File: config.mk
export PLATFORM = sky130hd
export DESIGN_NAME = tga_rle_pixel_decoder_core
export DESIGN_NICKNAME = d
export VERILOG_FILES = /design/src/sv/tgarle_pkg.sv /design/src/sv/tgarle_in_stage.sv /design/src/sv/tgarle_decode.sv /design/src/sv/tgarle_out_stage.sv /design/src/sv/tga_rle_pixel_decoder_core.sv
export SDC_FILE = /design/constraint.sdc
export NUM_CORES = 1
export LEC_CHECK = 0
export BUFFER_PORTS_ARGS = -buffer_cell sky130_fd_sc_hd__buf_2
export CAP_MARGIN = 20
export CORE_MARGIN = 8
export CORE_UTILIZATION = 50
export DETAILED_ROUTE_END_ITERATION = 16
export PLACE_DENSITY = 0.77
export REMOVE_ABC_BUFFERS = 1
export SETUP_SLACK_MARGIN = 0.4
export SYNTH_ARGS = -nofsm -noshare
export SYNTH_HDL_FRONTEND = slang
export SYNTH_SLANG_ARGS = --single-unit
File: constraint.sdc
create_clock -name clk -period 5.9 [get_ports clk]
set_input_delay 1.18 -clock clk [delete_from_list [all_inputs] [get_ports clk]]
set_output_delay 1.18 -clock clk [all_outputs]
set_load 0.005 [all_outputs]
File: src/sv/tgarle_pkg.sv
`default_nettype none
package tgarle_pkg;

  localparam int PIXEL_COUNT_BITS_DEF = 24;
  localparam int TOTAL_W = 25;
  localparam int CFG_DATA_W = 25;
  localparam int CFG_INDEX_W = 2;

  localparam logic [CFG_INDEX_W-1:0] CFG_DEPTH_CODE = 2'd0;
  localparam logic [CFG_INDEX_W-1:0] CFG_RUN_LENGTH_MODE = 2'd1;
  localparam logic [CFG_INDEX_W-1:0] CFG_TOTAL_PIXELS = 2'd2;

  localparam logic [1:0] DEPTH_RESET = 2'd2;
  localparam logic RLM_RESET = 1'b1;
  localparam logic [TOTAL_W-1:0] TOTAL_RESET = 25'd1;

  localparam logic [7:0] MASK_R16 = 8'h7C;
  localparam logic [7:0] MASK_G16_HI = 8'h03;
  localparam logic [7:0] MASK_G16_LO = 8'hE0;
  localparam logic [7:0] MASK_B16 = 8'h1F;
  localparam logic [7:0] RUN_FLAG = 8'h80;

  typedef enum logic [1:0] {
    DEPTH_8  = 2'd0,
    DEPTH_16 = 2'd1,
    DEPTH_24 = 2'd2,
    DEPTH_32 = 2'd3
  } depth_t;

  typedef struct packed {
    logic [7:0] data_byte;
    logic       image_start;
  } in_t;

  typedef struct packed {
    logic [7:0] red;
    logic [7:0] green;
    logic [7:0] blue;
    logic [7:0] alpha;
    logic [7:0] repeat_count;
    logic       image_done;
  } out_t;

endpackage
`default_nettype wire

File: src/sv/tgarle_in_stage.sv
`default_nettype none
module tgarle_in_stage (
  input  wire logic            clk,
  input  wire logic            rst_n,
  input  wire logic            in_valid,
  output logic                 in_ready,
  input  wire tgarle_pkg::in_t in_data,
  input  wire logic            advance,
  output logic                 item_valid,
  output tgarle_pkg::in_t      item
);

  logic            valid_r;
  tgarle_pkg::in_t data_r;

  assign in_ready   = !valid_r || advance;
  assign item_valid = valid_r;
  assign item       = data_r;

  always_ff @(posedge clk) begin
    if (!rst_n) begin
      valid_r <= 1'b0;
    end else if (in_valid && in_ready) begin
      valid_r <= 1'b1;
    end else if (advance) begin
      valid_r <= 1'b0;
    end
  end

  always_ff @(posedge clk) begin
    if (in_valid && in_ready) begin
      data_r <= in_data;
    end
  end

endmodule
`default_nettype wire

File: src/sv/tgarle_decode.sv
`default_nettype none
module tgarle_decode #(
  parameter int PIXEL_COUNT_BITS = tgarle_pkg::PIXEL_COUNT_BITS_DEF
) (
  input  wire logic                           clk,
  input  wire logic                           rst_n,
  input  wire logic                           fire,
  input  wire tgarle_pkg::in_t                item,
  input  wire logic [1:0]                     depth_code,
  input  wire logic                           run_length_mode,
  input  wire logic [tgarle_pkg::TOTAL_W-1:0] total_pixels,
  output logic                                res_valid,
  output tgarle_pkg::out_t                    res
);

  localparam int CW = PIXEL_COUNT_BITS + 1;
  localparam int WW = (CW > tgarle_pkg::TOTAL_W) ? CW : tgarle_pkg::TOTAL_W;
  localparam logic [WW-1:0] LIMIT = WW'(1) << PIXEL_COUNT_BITS;

  logic [7:0]    ppl_r, ppl_nxt;
  logic          is_run_r, is_run_nxt;
  logic [1:0]    bip_r, bip_nxt;
  logic [23:0]   pbytes_r, pbytes_nxt;
  logic [CW-1:0] rem_r, rem_nxt;
  logic          fin_r, fin_nxt;

  logic [WW-1:0] total_ext;
  logic [WW-1:0] sat;
  logic [7:0]    b;
  logic [7:0]    lo;
  logic [7:0]    rep;
  logic [CW-1:0] rem_left;

  assign b         = item.data_byte;
  assign total_ext = WW'(total_pixels);
  assign sat       = (total_ext > LIMIT) ? LIMIT : total_ext;

  always_comb begin
    ppl_nxt    = ppl_r;
    is_run_nxt = is_run_r;
    bip_nxt    = bip_r;
    pbytes_nxt = pbytes_r;
    rem_nxt    = rem_r;
    fin_nxt    = fin_r;
    res_valid  = 1'b0;
    res        = '0;
    lo         = 8'd0;
    rep        = 8'd1;
    rem_left   = '0;

    if (item.image_start) begin
      ppl_nxt    = 8'd0;
      is_run_nxt = 1'b0;
      bip_nxt    = 2'd0;
      pbytes_nxt = 24'd0;
      rem_nxt    = sat[CW-1:0];
      fin_nxt    = (sat == '0);
    end

    if (!fin_nxt) begin
      if (run_length_mode && ppl_nxt == 8'd0) begin
        is_run_nxt = (b & tgarle_pkg::RUN_FLAG) != 8'd0;
        ppl_nxt    = (b & ~tgarle_pkg::RUN_FLAG) + 8'd1;
        bip_nxt    = 2'd0;
        pbytes_nxt = 24'd0;
      end else if (bip_nxt < depth_code) begin
        case (bip_nxt)
          2'd0:    pbytes_nxt[7:0]   = pbytes_nxt[7:0] | b;
          2'd1:    pbytes_nxt[15:8]  = pbytes_nxt[15:8] | b;
          2'd2:    pbytes_nxt[23:16] = pbytes_nxt[23:16] | b;
          default: pbytes_nxt        = pbytes_nxt;
        endcase
        bip_nxt = bip_nxt + 2'd1;
      end else begin
        lo = pbytes_nxt[7:0];
        case (depth_code)
          tgarle_pkg::DEPTH_8: begin
            res.red   = b;
            res.green = b;
            res.blue  = b;
          end
          tgarle_pkg::DEPTH_16: begin
            res.red   = (b & tgarle_pkg::MASK_R16) >> 2;
            res.green = ((b & tgarle_pkg::MASK_G16_HI) << 3)
                      | ((lo & tgarle_pkg::MASK_G16_LO) >> 5);
            res.blue  = lo & tgarle_pkg::MASK_B16;
          end
          tgarle_pkg::DEPTH_24: begin
            res.blue  = lo;
            res.green = pbytes_nxt[15:8];
            res.red   = b;
          end
          default: begin
            res.blue  = lo;
            res.green = pbytes_nxt[15:8];
            res.red   = pbytes_nxt[23:16];
            res.alpha = b;
          end
        endcase
        bip_nxt    = 2'd0;
        pbytes_nxt = 24'd0;

        if (run_length_mode && is_run_nxt) begin
          rep     = ppl_nxt;
          ppl_nxt = 8'd0;
        end else begin
          rep = 8'd1;
          if (run_length_mode) begin
            ppl_nxt = ppl_nxt - 8'd1;
          end
        end
        if (CW'(rep) > rem_nxt) begin
          rep = rem_nxt[7:0];
        end
        rem_left = rem_nxt - CW'(rep);
        rem_nxt  = rem_left;
        if (rem_left == '0) begin
          fin_nxt = 1'b1;
        end
        res.repeat_count = rep;
        res.image_done   = fin_nxt;
        res_valid        = 1'b1;
      end
    end
  end

  always_ff @(posedge clk) begin
    if (!rst_n) begin
      ppl_r    <= 8'd0;
      is_run_r <= 1'b0;
      bip_r    <= 2'd0;
      pbytes_r <= 24'd0;
      rem_r    <= '0;
      fin_r    <= 1'b1;
    end else if (fire) begin
      ppl_r    <= ppl_nxt;
      is_run_r <= is_run_nxt;
      bip_r    <= bip_nxt;
      pbytes_r <= pbytes_nxt;
      rem_r    <= rem_nxt;
      fin_r    <= fin_nxt;
    end
  end

endmodule
`default_nettype wire

File: src/sv/tgarle_out_stage.sv
`default_nettype none
module tgarle_out_stage (
  input  wire logic             clk,
  input  wire logic             rst_n,
  input  wire logic             item_valid,
  input  wire logic             res_valid,
  input  wire tgarle_pkg::out_t res,
  output logic                  advance,
  output logic                  out_valid,
  input  wire logic             out_ready,
  output tgarle_pkg::out_t      out_data
);

  logic             valid_r;
  tgarle_pkg::out_t data_r;

  assign advance   = !valid_r || out_ready;
  assign out_valid = valid_r;
  assign out_data  = data_r;

  always_ff @(posedge clk) begin
    if (!rst_n) begin
      valid_r <= 1'b0;
    end else if (advance) begin
      valid_r <= item_valid && res_valid;
    end
  end

  always_ff @(posedge clk) begin
    if (advance && item_valid && res_valid) begin
      data_r <= res;
    end
  end

endmodule
`default_nettype wire

File: src/sv/tga_rle_pixel_decoder_core.sv
`default_nettype none
// The decoder takes one byte of TGA pixel data per clock while in_ready is high and gives at
// most one pixel, with its repeat count, per byte. A byte is registered on acceptance and
// decoded into the result register once that register can advance. An input register and
// a result register separate the two sides, so one further byte is taken while a result
// waits; the input stalls only when both are full. The user must write configuration only while
// the block is idle, which the block does not enforce; total_pixels takes effect at the next image start.
module tga_rle_pixel_decoder_core #(
  parameter int PIXEL_COUNT_BITS = tgarle_pkg::PIXEL_COUNT_BITS_DEF
) (
  input  wire logic                              clk,
  input  wire logic                              rst_n,
  input  wire logic                              in_valid,
  output logic                                   in_ready,
  input  wire tgarle_pkg::in_t                   in_data,
  output logic                                   out_valid,
  input  wire logic                              out_ready,
  output tgarle_pkg::out_t                       out_data,
  input  wire logic                              cfg_we,
  input  wire logic [tgarle_pkg::CFG_INDEX_W-1:0] cfg_index,
  input  wire logic [tgarle_pkg::CFG_DATA_W-1:0]  cfg_wdata
);

  logic [1:0]                     depth_r;
  logic                           rlm_r;
  logic [tgarle_pkg::TOTAL_W-1:0] total_r;

  logic             advance;
  logic             item_valid;
  tgarle_pkg::in_t  item;
  logic             res_valid;
  tgarle_pkg::out_t res;

  always_ff @(posedge clk) begin
    if (!rst_n) begin
      depth_r <= tgarle_pkg::DEPTH_RESET;
      rlm_r   <= tgarle_pkg::RLM_RESET;
      total_r <= tgarle_pkg::TOTAL_RESET;
    end else if (cfg_we) begin
      case (cfg_index)
        tgarle_pkg::CFG_DEPTH_CODE:      depth_r <= cfg_wdata[1:0];
        tgarle_pkg::CFG_RUN_LENGTH_MODE: rlm_r   <= cfg_wdata[0];
        tgarle_pkg::CFG_TOTAL_PIXELS:    total_r <= cfg_wdata[tgarle_pkg::TOTAL_W-1:0];
        default: ;
      endcase
    end
  end

  tgarle_in_stage u_in (
    .clk        (clk),
    .rst_n      (rst_n),
    .in_valid   (in_valid),
    .in_ready   (in_ready),
    .in_data    (in_data),
    .advance    (advance),
    .item_valid (item_valid),
    .item       (item)
  );

  tgarle_decode #(
    .PIXEL_COUNT_BITS (PIXEL_COUNT_BITS)
  ) u_dec (
    .clk             (clk),
    .rst_n           (rst_n),
    .fire            (item_valid && advance),
    .item            (item),
    .depth_code      (depth_r),
    .run_length_mode (rlm_r),
    .total_pixels    (total_r),
    .res_valid       (res_valid),
    .res             (res)
  );

  tgarle_out_stage u_out (
    .clk        (clk),
    .rst_n      (rst_n),
    .item_valid (item_valid),
    .res_valid  (res_valid),
    .res        (res),
    .advance    (advance),
    .out_valid  (out_valid),
    .out_ready  (out_ready),
    .out_data   (out_data)
  );

endmodule
`default_nettype wire

======== Word level (Yosys, flattened, before mapping) ========
Index checks and enable logic that the tools add are counted.
word-level totals
  input port bits ......................... 41
  output and inout port bits .............. 43
  flip-flop bits (word level) ............. 141
cells by class
  reductions and logical operators ........ 22
  add/sub/neg operators ................... 4
  magnitude comparators ................... 3
  bitwise gates (word level) .............. 4
  equality and inequality tests ........... 6
  mux-type cells .......................... 44
operators with widths
  cell                                              count
  2-to-1 mux 8 bit                                  17
  2-to-1 mux 25 bit                                 5
  2-to-1 mux 24 bit                                 4
  one-hot mux 24 bit (3 select lines)               1
  zero test 25 bit                                  2
  > comparator 25 bit, second input constant        1
  > comparator 8 x 25 -> 1 bit                      1
  subtractor 25 x 8 -> 25 bit                       1
  OR 8 bit                                          3
  2-to-1 mux 1 bit                                  13
  adder 7 x 1 -> 8 bit, second input constant       1
  zero test 8 bit                                   1
  2-to-1 mux 2 bit                                  4
  subtractor 8 x 1 -> 8 bit, second input constant  1
  == test 2 x 1 -> 1 bit, second input constant     3
  == test 2 bit, second input constant              3
  logical AND 1 bit                                 6
  zero test 2 bit                                   3
  AND reduction 2 bit                               3
  OR reduction 6 bit                                1
  OR 5 x 3 -> 5 bit                                 1
  OR reduction 3 bit                                1
  adder 2 x 1 -> 2 bit, second input constant       1
  zero test 1 bit                                   2
  3 further kinds                                   4

======== Logic depth before layout (Yosys ltp) ========
  depth in word-level cells ............... 17
  mapped depth ............................ 27

======== Cells and area by module ========
From an unflattened synthesis, not the netlist that was laid out.
second synthesis, totals
  cells, all modules ...................... 926
  area, all modules ....................... 8,201.6 um2
modules (own cells, without submodules)
  module                      instances  cells an instance  area an instance (um2)
  tgarle_decode               1          742                5,410.2
  tgarle_out_stage            1          46                 1,296.2
  tga_rle_pixel_decoder_core  1          124                1,167.4
  tgarle_in_stage             1          14                 327.8

======== Worst setup path after synthesis ========
No wires, ideal clock.
  path kind ............................... reg-to-reg
  start point ............................. register u_in.data_r (netlist bit u_in.item[0])
  end point ............................... register u_dec.rem_r[20]
  stages on the path, launching flop included .. 24
  path slack .............................. 0.564 ns
  data arrival time ....................... 5.241 ns
  cells stage by stage .................... edfxtp_1 -> buf_6 -> buf_8 -> buf_8 -> buf_6 -> buf_2 -> a31oi_1 -> ha_1 -> nor2b_1 -> o21ai_0 -> a211oi_1 -> a2111oi_0 -> and3_1 -> clkbuf_1 -> o21ai_0 -> and2_1 -> ha_1 -> and2_4 -> a221oi_1 -> a21oi_1 -> nor4_4 -> nand2_2 -> or4_1 -> o311ai_1
on the way
  word-level cells in the longest chain between the ends .. 15
  elaborated cells between the ends (all ways) .. 22
RTL lines
  element                       RTL line               RTL
  start: declaration            tgarle_in_stage.sv:14  tgarle_pkg::in_t data_r;
  start signal: assignment      tgarle_in_stage.sv:32  data_r <= in_data;
  2-to-1 mux 1 bit              tgarle_decode.sv:51    if (item.image_start) begin
  logical AND 1 bit             tgarle_decode.sv:103   if (run_length_mode && is_run_nxt) begin
  2-to-1 mux 8 bit              tgarle_decode.sv:103
  2-to-1 mux 8 bit              tgarle_decode.sv:66    end else if (bip_nxt < depth_code) begin
  2-to-1 mux 8 bit              tgarle_decode.sv:61    if (run_length_mode && ppl_nxt == 8'd0) begin
  2-to-1 mux 8 bit              tgarle_decode.sv:60    if (!fin_nxt) begin
  > comparator 8 x 25 -> 1 bit  tgarle_decode.sv:112   if (CW'(rep) > rem_nxt) begin
  2-to-1 mux 8 bit              tgarle_decode.sv:112
  2-to-1 mux 8 bit              tgarle_decode.sv:66
  2-to-1 mux 8 bit              tgarle_decode.sv:61
  2-to-1 mux 8 bit              tgarle_decode.sv:60
  subtractor 25 x 8 -> 25 bit   tgarle_decode.sv:115   rem_left = rem_nxt - CW'(rep);
  2-to-1 mux 25 bit             tgarle_decode.sv:66
  2-to-1 mux 25 bit             tgarle_decode.sv:61
  2-to-1 mux 25 bit *           tgarle_decode.sv:60
  end signal: assignment        tgarle_decode.sv:140   rem_r <= rem_nxt;
  end: declaration              tgarle_decode.sv:24    logic [CW-1:0] rem_r, rem_nxt;
Mark *: on every way between the ends. The rest lies on a longest branch, timed or not. The select of a mux whose other input is x is not followed.
A chain may end at the register's enable or synchronous reset.

======== Final worst setup path ========
  start point ............................. register total_r[16] in the netlist's numbering
  end point ............................... register u_out.data_r (netlist bit u_out.out_data[0]), data pin
on the way
  word-level cells in the longest chain between the ends .. 11
  elaborated cells between the ends (all ways) .. 14
RTL lines
  element                       RTL line                          RTL
  start: declaration            tga_rle_pixel_decoder_core.sv:26  logic [tgarle_pkg::TOTAL_W-1:0] total_r;
  start signal: assignment      tga_rle_pixel_decoder_core.sv:38  total_r <= tgarle_pkg::TOTAL_RESET;
  start signal: assignment      tga_rle_pixel_decoder_core.sv:43  tgarle_pkg::CFG_TOTAL_PIXELS: total_r <= cfg_wdata[tgarle_pkg::TOTAL_W-1:0];
  > comparator 25 bit           tgarle_decode.sv:36               assign sat = (total_ext > LIMIT) ? LIMIT : total_ext;
  2-to-1 mux 25 bit *           tgarle_decode.sv:36
  2-to-1 mux 25 bit             tgarle_decode.sv:51
  > comparator 8 x 25 -> 1 bit  tgarle_decode.sv:112
  2-to-1 mux 8 bit              tgarle_decode.sv:112
  2-to-1 mux 8 bit              tgarle_decode.sv:66
  2-to-1 mux 8 bit              tgarle_decode.sv:61
  2-to-1 mux 8 bit              tgarle_decode.sv:60
  subtractor 25 x 8 -> 25 bit   tgarle_decode.sv:115
  zero test 25 bit              tgarle_decode.sv:117              if (rem_left == '0) begin
  2-to-1 mux 1 bit              tgarle_decode.sv:117
  end signal: assignment        tgarle_out_stage.sv:31            data_r <= res;
  end: declaration              tgarle_out_stage.sv:15            tgarle_pkg::out_t data_r;
Marks and branches as above.

==> results.sh <==
export IMPL_period_needed_ns=5.43
export IMPL_detailed_place_hpwl_um=17800
export IMPL_syn_area_um2=8340
export IMPL_critPathCaptureType="register"
export IMPL_antennaDiodeCount=0
export IMPL_drive_gt1_frac=0.228
export IMPL_dr_wl_met3_um=2070
export IMPL_ys_types=92
export IMPL_rsz0062_at_grt="true"
export IMPL_placedCellCount=1264
export IMPL_powerDensity_nw_per_um2=268
export IMPL_timing_hold_ws_ns=0.446
export IMPL_synth_seq_area_share=0.399
export IMPL_grt_max_degree=49
export IMPL_pre_cts_ws_ns=0.136
export IMPL_setup_viol=0
export IMPL_antenna_left=0
export IMPL_drt_initial_drc_count=1017
export IMPL_grt_pass1_wl_um=40000
export IMPL_cts_tree="built"
export IMPL_wl_met1_um=11300
export IMPL_async_flop_share=0
export IMPL_outcome="finished, final reports clean"
export IMPL_cts_sinks=141
export IMPL_num_io_pins=84
export IMPL_crit_end="u_out.out_data[0]"
export IMPL_syn_inst=990
export IMPL_ys_warnings_count=0
export IMPL_fill_cells=1431
export IMPL_yosys_top_cells_area="dfxtp_1, edfxtp_1, nand2_1"
export IMPL_clock_path_buffers=2
export IMPL_firstDrtPassIters=6
export IMPL_synth_top_flop_cell="dfxtp_1"
export IMPL_timing_final_crit_share=0.920
export IMPL_relSlewSlack=0.261
export IMPL_overflow=0
export IMPL_clk_latency_ns=0.44
export IMPL_reg2regPathDepth=23
export IMPL_max_freq_mhz=184
export IMPL_crit_fanout=5
export IMPL_hold_violations=0
export IMPL_die_h_um=145
export IMPL_rows=47
export IMPL_reg2reg_from="total_r[16]"
export IMPL_startpoint="total_r[16]"
export IMPL_r2r_end="u_out.out_data[0]"
export IMPL_post_drt_wl_per_cell_um=19.8
export IMPL_cts_hold_buf=0
export IMPL_yosysTopAreaCell="dfxtp_1"
export IMPL_grt_pass1_vias=7466
export IMPL_power_leakage_nw=3.64
export IMPL_worstPathRequired_ns=6.15
export IMPL_worstSetupPathType="reg -> reg"
export IMPL_instances_no_fill=1310
export IMPL_start_util=0.506
export IMPL_hold_class="reg -> reg"
export IMPL_clk_pin_slew_worst_paths_ns=0.06
export IMPL_final_core_util=0.611
export IMPL_core_area_um2=16500
export IMPL_htree_levels=4
export IMPL_cap_violations=0
export IMPL_synth_enable_flop_cells=50
export IMPL_reg2reg_slack_ns=0.47
export IMPL_nNetsFinal=1144
export IMPL_syn_avg_cell_area_um2=8.42
export IMPL_ir_drop_mv=0.222
export IMPL_vias=8129
export IMPL_drcViolationCount=0
export IMPL_viasPerCell=6.21
export IMPL_startpoint_type="register"
export IMPL_maxSlewViolCount=0
export IMPL_clock_skew_ns=0.00731
export IMPL_grt_antenna_before_repair=0
export IMPL_ys_seq_elements=141
export IMPL_tns_ns=0
export IMPL_root_buffer="clkbuf_16"
export IMPL_cp_arrival_ns=5.68
export IMPL_routed_top_layer="met4"
export IMPL_cts_made_buffers=17
export IMPL_die_w_um=145
export IMPL_dieArea_um2=21100
export IMPL_finalWirelength_um=25900
export IMPL_place_congestion=0.936
export IMPL_grtUsageTotal=0.233
export IMPL_tightest_slew_ns=1.10
export IMPL_port_buffers=83
export IMPL_setup_slack_ns=0.469
export IMPL_syn2layout_area_growth_pct=20.6
export IMPL_synth_top_cell_area_share=0.218
export IMPL_wl_met2_um=11900
[critical path, cell delays in order (launching register included)]
cell       delay, ns
dfxtp_4         0.36
nor4_4          0.33
nand4_2         0.18
o21a_4          0.27
nor2_4          0.15
a22o_1          0.16
inv_1           0.07
ha_4            0.28
nand3_4         0.10
or3_4           0.39
a2111oi_4       0.29
a211o_1         0.24
nor3_1          0.09
a21oi_1         0.15
ha_2            0.20
inv_1           0.06
fa_2            0.36
a21o_1          0.23
and3_4          0.19
or3_4           0.33
a21oi_1         0.15
and4bb_1        0.25
o2111ai_2       0.14
nor4_2          0.27
[sequential cells by signal, summed over array words and instances (netlist names), 2 cells and up]
name	flops
u_dec.pbytes_r	24
u_in.item	9
u_dec.bip_r	2
total_r	25
u_dec.rem_r	25
u_dec.ppl_r	8
u_out.out_data	41
depth_r	2
[final cells by class]
type / instances / area (um^2) / share of cell area
well taps: 220 / 275 / 0.0274
repair buffers: 133 / 818 / 0.0814
multi-input cells: 755 / 4940 / 0.491
clock inverters: 12 / 138 / 0.0137
clock buffers: 20 / 447 / 0.0444
inverters: 29 / 109 / 0.0108
flip-flops and latches: 141 / 3330 / 0.331
[metal layers]
layer  vias to the layer above  track usage
li1                       3778            -
met1                      3855        0.315
met2                       427        0.363
met3                        69       0.0432
met4                         0       0.0864
met5                         -            0
[cells in the final DEF, fill, tap and decap left out, drive strengths merged, types with 15 or more instances in the layout]
cell type | synthesis | layout
buf | 21 | 133
nand2 | 128 | 128
nor2 | 108 | 108
dfxtp | 91 | 91
a21oi | 90 | 90
edfxtp | 50 | 50
a22oi | 42 | 42
o21ai | 42 | 42
nand3 | 33 | 33
inv | 29 | 33
and2 | 29 | 29
nor3 | 28 | 28
ha | 25 | 25
clkbuf | 44 | 20
nor2b | 15 | 15
[repair_timing]
action,in CTS,in global routing
gates cloned,0,0
buffers inserted,2,11
pin swaps,1,37
endpoints found under the setup margin,5,16
hold endpoints to repair,0,0
resized for setup,9,62
[kinds of logic (layout without fill, tap and decap cells)]
| logic type | after synthesis | count (layout) | synth area share |
|---|---|---|---|
| multiplexers | 6 | 6 | 0.00750 |
| adder cells (fa/ha/maj) | 26 | 26 | 0.0399 |
| flip-flops | 141 | 141 | 0.399 |
| XOR/XNOR | 16 | 16 | 0.0168 |
| buffers and inverters | 94 | 194 | 0.0509 |
| AO/OA/AOI/OAI | 282 | 282 | 0.228 |
| AND/OR/NAND/NOR | 425 | 425 | 0.259 |
[report_power, final]
part / total [mW] / leakage (nW) / switching [mW] / internal, mW
logic: 0.548 / 2.21 / 0.327 / 0.221
clock network: 1.08 / 0.278 / 0.446 / 0.637
registers: 1.06 / 1.15 / 0.0378 / 1.03
total: 2.69 / 3.64 / 0.811 / 1.88
[cell usage after synthesis, types with 13 or more instances]
library cell and count:
nor2b_1 15, nor3_1 25, and2_1 27, o211ai_1 14
nand3b_1 13, clkbuf_1 43, nor2_1 108, dfxtp_1 91
inv_1 28, nand3_1 32, nand2_1 127, o21ai_0 38
edfxtp_1 50, a22oi_1 42, a21oi_1 90, ha_1 25
[how the worst min path moves through the flow]
| stage | cells past startpoint | to | start |
|---|---|---|---|
| floorplan | 2 | u_dec.rem_r[1] | u_dec.rem_r[1] |
| global placement | 2 | u_dec.rem_r[8] | u_dec.rem_r[8] |
| detailed placement | 2 | u_dec.rem_r[8] | u_dec.rem_r[8] |
| CTS | 2 | u_dec.rem_r[8] | u_dec.rem_r[8] |
| global route | 2 | u_dec.rem_r[8] | u_dec.rem_r[8] |
| finish | 2 | u_dec.rem_r[8] | u_dec.rem_r[8] |
[through the flow]
step | total power [mW] | area (um^2)
floorplan | 1.37 | 8020
global placement | 1.53 | 9010
detailed placement | 1.53 | 9010
CTS | 2.61 | 9660
global route | 2.78 | 10100
finish | 2.69 | 10100
No activity file was read; power rests on OpenSTA's default activity.
